<file path="config.mk">
export PLATFORM = sky130hd
export DESIGN_NAME = galois_lfsr_random_source
export DESIGN_NICKNAME = d
export VERILOG_FILES = /design/src/hdl/glrs_pkg.sv /design/src/hdl/galois_lfsr_random_source.sv
export SDC_FILE = /design/constraint.sdc
export NUM_CORES = 1
export LEC_CHECK = 0
export BUFFER_PORTS_ARGS = -buffer_cell sky130_fd_sc_hd__clkbuf_2
export CORE_MARGIN = 3
export CORE_UTILIZATION = 60
export DETAILED_ROUTE_END_ITERATION = 16
export GPL_ROUTABILITY_DRIVEN = 0
export PLACE_DENSITY = 0.82
export SYNTH_ARGS = -nofsm -noshare
export SYNTH_HDL_FRONTEND = slang
export SYNTH_SLANG_ARGS = --single-unit
</file>
<file path="constraint.sdc">
create_clock -name clk -period 10.6 [get_ports clk]
set_clock_uncertainty 0.05 [all_clocks]
set_input_delay 2.12 -clock clk [delete_from_list [all_inputs] [get_ports clk]]
set_output_delay 2.12 -clock clk [all_outputs]
set_load 0.02 [all_outputs]
</file>
<file path="src/hdl/glrs_pkg.sv">
// Shared types, op codes and LFSR step functions for the Galois LFSR random source.
package glrs_pkg;

	localparam logic [15:0] TAP_MASK    = 16'hB400;
	localparam logic [15:0] SEED_FORCE  = 16'h0008;
	localparam logic [3:0]  GROUP_LIMIT = 4'd12;

	localparam logic [2:0] OP_SEED    = 3'd0;
	localparam logic [2:0] OP_SHUFFLE = 3'd1;
	localparam logic [2:0] OP_BIT     = 3'd2;
	localparam logic [2:0] OP_BYTE    = 3'd3;
	localparam logic [2:0] OP_HALF    = 3'd4;
	localparam logic [2:0] OP_WORD    = 3'd5;
	localparam logic [2:0] OP_BELOW12 = 3'd6;

	typedef struct packed {
		logic [2:0]  op;
		logic [15:0] value;
	} in_beat_t;

	typedef struct packed {
		logic [31:0] random_value;
		logic [15:0] state_after;
	} out_beat_t;

	typedef enum logic {
		S_IDLE,
		S_RUN
	} fsm_t;

	// one step: {output bit, next register}
	function automatic logic [16:0] lfsr_step1(input logic [15:0] s);
		logic [15:0] n;
		n = {1'b0, s[15:1]};
		if (s[0]) begin
			n = n ^ TAP_MASK;
		end
		return {s[0], n};
	endfunction

	// four steps: {nibble, first bit most significant, next register}
	function automatic logic [19:0] lfsr_step4(input logic [15:0] s);
		logic [15:0] cur;
		logic [3:0]  nib;
		logic [16:0] r;
		cur = s;
		nib = '0;
		for (int i = 0; i < 4; i++) begin
			r   = lfsr_step1(cur);
			nib = {nib[2:0], r[16]};
			cur = r[15:0];
		end
		return {nib, cur};
	endfunction

endpackage

</file>
<file path="src/hdl/galois_lfsr_random_source.sv">
// Galois LFSR random source: 16-bit register, tap mask 0xB400, nibble-serial draws.
// Work: a beat is taken in idle; byte, half word and word draw two, four and eight nibbles, and
// below-twelve takes one cycle per 4-bit attempt, the last held until the output slot frees;
// the result is registered and shows in the cycle after the last work cycle.
// Throughput: one item at a time; in_ready rises as the result registers, so the next beat can be
// taken while the result shows; four LFSR steps per work cycle for byte, half, word and below-twelve.
// Reset: register holds 0x0008, output empty, block idle.
module galois_lfsr_random_source (
	input  logic               clk,
	input  logic               arst_n,
	input  logic               in_valid,
	output logic               in_ready,
	input  glrs_pkg::in_beat_t in_data,
	output logic               out_valid,
	input  logic               out_ready,
	output glrs_pkg::out_beat_t out_data
);
	import glrs_pkg::*;

	fsm_t        state_q, state_d;
	logic [15:0] lfsr_q;
	logic [31:0] acc_q;
	logic [2:0]  cnt_q;
	logic [2:0]  op_q;
	logic [15:0] value_q;
	logic        out_valid_q;
	out_beat_t   out_q;

	logic        in_fire, out_free, last, advance, done;
	logic [19:0] step4;
	logic [16:0] step1;
	logic [15:0] lfsr_nx;
	logic [31:0] acc_nx;
	logic [2:0]  cnt_last;

	assign in_fire  = in_valid && in_ready;
	assign out_free = !out_valid_q || out_ready;
	assign step4    = lfsr_step4(lfsr_q);
	assign step1    = lfsr_step1(lfsr_q);

	always_comb begin
		cnt_last = 3'd0;
		case (op_q)
			OP_BYTE: cnt_last = 3'd1;
			OP_HALF: cnt_last = 3'd3;
			OP_WORD: cnt_last = 3'd7;
			default: cnt_last = 3'd0;
		endcase
	end

	// per-op work for the current cycle
	always_comb begin
		lfsr_nx = lfsr_q;
		acc_nx  = acc_q;
		last    = 1'b1;
		case (op_q)
			OP_SEED: begin
				lfsr_nx = value_q | SEED_FORCE;
			end
			OP_SHUFFLE: begin
				if (value_q != lfsr_q) begin
					lfsr_nx = lfsr_q ^ value_q;
				end
			end
			OP_BIT: begin
				lfsr_nx = step1[15:0];
				acc_nx  = {31'd0, step1[16]};
			end
			OP_BYTE, OP_HALF, OP_WORD: begin
				lfsr_nx = step4[15:0];
				acc_nx  = {acc_q[27:0], step4[19:16]};
				last    = (cnt_q == cnt_last);
			end
			OP_BELOW12: begin
				lfsr_nx = step4[15:0];
				acc_nx  = {28'd0, step4[19:16]};
				last    = (step4[19:16] < GROUP_LIMIT);
			end
			default: begin
				lfsr_nx = lfsr_q;
			end
		endcase
	end

	always_comb begin
		state_d = state_q;
		case (state_q)
			S_IDLE: if (in_fire) state_d = S_RUN;
			S_RUN:  if (last && out_free) state_d = S_IDLE;
			default: state_d = S_IDLE;
		endcase
	end

	always_comb begin
		in_ready = (state_q == S_IDLE);
		done     = (state_q == S_RUN) && last && out_free;
		// hold the register on the final cycle until the output slot frees
		advance  = (state_q == S_RUN) && (!last || out_free);
	end

	always_ff @(posedge clk or negedge arst_n) begin
		if (!arst_n) begin
			state_q     <= S_IDLE;
			lfsr_q      <= SEED_FORCE;
			out_valid_q <= 1'b0;
			cnt_q       <= 3'd0;
		end else begin
			state_q <= state_d;
			if (in_fire) begin
				cnt_q <= 3'd0;
			end else if (advance) begin
				cnt_q   <= cnt_q + 3'd1;
				lfsr_q  <= lfsr_nx;
			end
			if (done) begin
				out_valid_q <= 1'b1;
			end else if (out_ready) begin
				out_valid_q <= 1'b0;
			end
		end
	end

	always_ff @(posedge clk) begin
		if (in_fire) begin
			op_q    <= in_data.op;
			value_q <= in_data.value;
			acc_q   <= '0;
		end else if (advance) begin
			acc_q <= acc_nx;
		end
		if (done) begin
			out_q.state_after <= lfsr_nx;
			if (op_q == OP_SEED || op_q == OP_SHUFFLE || op_q > OP_BELOW12) begin
				out_q.random_value <= '0;
			end else begin
				out_q.random_value <= acc_nx;
			end
		end
	end

	assign out_valid = out_valid_q;
	assign out_data  = out_q;

	a_lfsr_nonzero: assert property (@(posedge clk) disable iff (!arst_n)
		lfsr_q != 16'd0)
		else $error("LFSR register reached zero");

	a_busy_after_accept: assert property (@(posedge clk) disable iff (!arst_n)
		in_fire |=> !in_ready)
		else $error("new beat taken while work pending");

	a_below12_range: assert property (@(posedge clk) disable iff (!arst_n)
		done && op_q == OP_BELOW12 |=> out_q.random_value < 32'd12)
		else $error("below-twelve draw out of range");

endmodule
</file>
Yosys cells after proc, flatten, opt, wreduce, memory -nomap -nowiden
Index checks and enable logic that the tools add are counted.
- bits in registers: 120
- latch bits: 0
- memory bits (read-only): 0
- output and inout bits: 50
- word-level logic and storage cells: 60
- RAM bits: 0
- memories: 0
- bits of input ports: 23
- $mul: 0
- add/subtract/negate cells: 1
- shift operators: 0
- magnitude comparators: 2
- div/mod/pow operators: 0
- reduce and logical (&&, ||, !) cells: 17
- equal/unequal tests: 8
- bitwise gates (word level): 7
- muxes and demuxes: 16
- operator list (operator ; count):
    $pmux 32 s3 ; 1
    $mux 16 ; 5
    $pmux 16 s4 ; 1
    $ne 16x16->1 ; 1
    $not 3->4 ; 4
    $xor 16x16->16 ; 1
    $eq 3x3->1 const B ; 3
    $pmux 3 s3 ; 1
    $eq 3x2->1 const B ; 2
    $mux 3 ; 2
    $logic_and 1x1->1 ; 5
    $logic_or 1x1->1 ; 4
    $lt 4x4->1 const B ; 1
    $mux 1 ; 4
    $pmux 1 s2 ; 2
    $reduce_bool 2->1 ; 2
    $reduce_or 4->1 ; 1
    $add 3x1->3 const B ; 1
    $eq 3x1->1 const B ; 1
    $eq 3x3->1 ; 1
    $gt 3x3->1 const B ; 1
    $logic_not 3->1 ; 1
    $reduce_or 3->1 ; 1
    $logic_not 1->1 ; 2
    2 further kinds ; 3

Logic depth before layout (Yosys ltp)
- word-level depth: 13
- depth in mapped cells: 9
- mapped depth without buffers: 6

Worst setup path before layout
OpenSTA, ideal clock, no wires.
- kind: input to register
- from: in out_ready
- to: reg out_q (netlist bit out_data[0]), enable pin
- path slack: 5880 ps
- data required time: 10096 ps
- library setup time: 454 ps
- arrival time: 4217 ps
- cell stages on the path: 2
- path buffers: 0
- cells stage by stage: nor2b_1 -> nor2_1
- longest elaborated chain between the ends: 2
- RTL lines (item ; line ; source):
    start, declared ; galois_lfsr_random_source.sv:15 ; input logic out_ready,
    $logic_or 1x1->1 ; galois_lfsr_random_source.sv:37 ; assign out_free = !out_valid_q || out_ready;
    $logic_and 1x1->1 ; galois_lfsr_random_source.sv:96 ; done = (state_q == S_RUN) && last && out_free;
    named net done ; galois_lfsr_random_source.sv:29 ; logic in_fire, out_free, last, advance, done;
    end, declared ; galois_lfsr_random_source.sv:27 ; out_beat_t out_q;
The timed path passes the listed nets, and every way through them passes these cells.
A chain may end at the register's enable or synchronous reset.

Worst setup path after layout
- from: in out_ready
- to: reg acc_q[6]
- longest elaborated chain between the ends: 3
- RTL lines (item ; line ; source):
    $logic_or 1x1->1 ; galois_lfsr_random_source.sv:37 ;
    $logic_or 1x1->1 ; galois_lfsr_random_source.sv:98 ; advance = (state_q == S_RUN) && (!last || out_free);
    $logic_and 1x1->1 ; galois_lfsr_random_source.sv:98 ;
    end signal, assigned ; galois_lfsr_random_source.sv:129 ; acc_q <= acc_nx;
    end, declared ; galois_lfsr_random_source.sv:22 ; logic [31:0] acc_q;
Every way passes these cells.

==> results.py <==
metrics = {
    "run_status": {
        "outcome": "finished clean",
    },
    "critical_path": {
        "critPathTopFamily": "compound AO/OA/AOI/OAI gates",
        "cp_max_fo": 27,
        "crit_path_start_kind": "primary input",
        "critical_path.cell_chain": "clkbuf_2 -> nor2b_1 -> o2111ai_1 -> o2111ai_1 -> buf_4 -> nor3_2 -> buf_4 -> a211oi_1",
        "critPathRequiredTime_ns": 10.95,
        "cpPeakStageDelay_ns": 0.34,
        "reg2reg_depth": 6,
        "cpMaxStageDelayCell": "a211oi_1",
        "cp.arrival_ns": 3.92,
        "worst-path-stages": 8,
        "crit_path_start": "out_ready",
        "critPathBufInv": 3,
        "path_class": "primary input to flop",
        "critPathCaptureType": "flop",
        "worstReg2RegStart": "op_q[0]",
    },
    "placed_design": {
        "port_buffers": 72,
        "hpwl_mm": 8.282,
    },
    "global_route": {
        "track_usage_pct": 26.88,
        "antenna_found_initial": 0,
        "grt_max_degree": 43,
        "grt_pass1_vias": 4428,
        "grt-ovfl-total": 0,
        "grt_pass1_wl_mm": 21.67,
    },
    "final_layout": {
        "fin_nets": 619,
        "drive_above_1_share_pct": 20.56,
        "syn_to_final_growth_pct": 16.83,
        "antenna_cells": 0,
    },
    "routing": {
        "drtPass1Iterations": 7,
        "drt_iter0_drc": 570,
        "wirelength_mm": 13.36,
        "drc": 0,
        "ant_nets": 0,
        "vias_per_cell": 6.334,
        "vias": 4535,
        "wl_per_cell_um": 18.66,
    },
    "synth": {
        "synth_xor_area_share_pct": 4.690,
        "synth_fa_ha_area_share_pct": 0.2223,
        "synth_nets": 565,
        "synth_top_area_share_pct": 35.74,
        "synth_mux_area_share_pct": 0.5335,
        "yosysMostFrequentCell": "edfxtp_1",
        "synth_top_area_cell": "edfxtp_1",
        "async_flop_share_pct": 18.10,
        "synth_flop_cell": "edfxtp_1",
        "postSynthAreaPerCell_um2": 10.41,
        "yosysSeqAreaShare_pct": 55.06,
        "synth_compound_area_share_pct": 21.20,
        "synth_common_cells": "67 x edfxtp_1, 51 x nor2_1, 49 x nand2_1, 44 x o21ai_0, 36 x inv_1",
        "synth_cells": 541,
        "synth.distinct_cells": 57,
        "yosys_register_bits": 116,
        "synth_warnings": 0,
        "synth_top_family_by_area": "compound AO/OA/AOI/OAI gates",
        "syn_area_um2": 5629,
        "synth_edf_count": 67,
        "synth_area_leaders": "edfxtp_1 36%, dfxtp_1 10%, dfrtp_1 8.9%",
        "synth_simple_gate_area_share_pct": 12.14,
    },
    "power_and_ir_drop": {
        "finalPower_mw": 2.082,
        "peakVddDrop_mv": 0.2374,
        "leakage_nw": 2.709,
        "powerDensity_nw_per_um2": 316.6,
    },
    "die": {
        "die_y_um": 102.9,
        "die_w_um": 102.9,
        "core_um2": 8934,
        "row_count": 34,
        "die_area_um2": 10580,
        "num_io_pins": 73,
        "start_util_pct": 63.01,
    },
    "cts": {
        "cts_tree": "built",
        "clk_latency_ns": 0.51,
        "clkTransAtPathRegs_ns": 0.06,
        "cts_buffers": 17,
        "cts.htree.levels": 4,
        "cts_hold_buf": 0,
        "ctsLongestPathBuffers": 2,
        "cts_sinks": 116,
        "cts.repair.resized": 0,
        "root_buffer": "clkbuf_8",
        "cts_setup_buffers": 0,
    },
    "timing": {
        "rsz0062_at_grt": "no",
        "tns_ns": 0,
        "finalSetupViolCount": 0,
        "slew_headroom_pct": 25.46,
        "layout_min_cycle_time_ns": 3.569,
        "tightest_slew_ns": 1.118,
        "drv_slew": 0,
        "fmax_mhz": 280.2,
        "hold_viol": 0,
        "finalCritPeriodShare_pct": 33.67,
    },
    "flow_run": {
        "drv_cap": 0,
    },
    "hold_path": {
        "hold_path_startpoint": "acc_q[0]",
        "min_delay_path_depth": 2,
        "hold_class": "flop to flop",
    },
}
[power by group]
group          internal [mW]  switching [mW]
sequential             0.638           0.135
clock                  0.348           0.221
combinational          0.290           0.449
[worst reg2reg max path: stages (launching register included)]
cell and delay (ns):
edfxtp_1 1.09, a21oi_1 0.14, a31oi_1 0.34, o2111ai_1 0.16
buf_4 0.26, nor2_1 0.75, o32a_1 0.31
[placed cells by master (no fill, tap or decap), types with 20 or more instances in the layout]
master,instances
nor2_1,50
nand2_1,49
clkbuf_2,72
a211oi_1,34
dfrtp_1,20
edfxtp_1,67
o21ai_0,44
dfxtp_1,28
inv_1,36
[through the flow]
step	instance area (um2)	util, %	hold slack (ns)	std cells	setup slack (ns)
2_1_floorplan	5629	-	0.3927	541	5.880
3_3_place_gp	5982	66.96	0.4078	684	6.628
3_5_place_dp	5982	66.96	0.4406	684	6.552
4_1_cts	6576	73.61	0.4486	716	7.050
5_1_grt	6576	73.61	0.4737	716	6.938
6_report	6576	73.61	0.4416	716	7.031
[final timing paths]
path	to	slack, ns
hold reg to reg	acc_q[0]	0.44
hold / removal	acc_q[0]	0.44
setup / recovery	acc_q[6]	7.03
min in group asynchronous	lfsr_q[8]	1.57
setup reg to reg	lfsr_q[14]	7.44
max in group asynchronous	cnt_q[2]	8.50
[kinds of logic after synthesis]
kind of cell               count (synthesis)
AOI/OAI and AO/OA                        167
and+or+nand+nor                          149
adders and majority gates                  1
xor gates and xnor gates                  25
buffers and inverters                     80
DFF                                      116
muxes                                      3
[per-layer routing]
metal,GRT usage [%],share of wire [%],up-vias
met3,7.307,9.5,49
li1,-,-,2085
met2,41.56,48,285
met5,0,0,-
met4,11.75,2.2,0
met1,35.86,40,2116
[state kept, by name (all words and copies together) (netlist names)]
| name | cells |
|---|---|
| op_q | 3 |
| out_data | 48 |
| value_q | 16 |
| lfsr_q | 16 |
| acc_q | 28 |
| state_q | 1 |
| out_valid | 1 |
| cnt_q | 3 |
[area by class of cell]
cell class	count	area, um2
clock buffer	18	427.9
clock inverter	14	166.4
inverter	36	135.1
sequential	116	3099
fill	612	2357
timing repair buffer	79	412.9
tap	108	135.1
multi-input combinational	345	2200
Note: power is estimated with default switching activity, not from simulation.
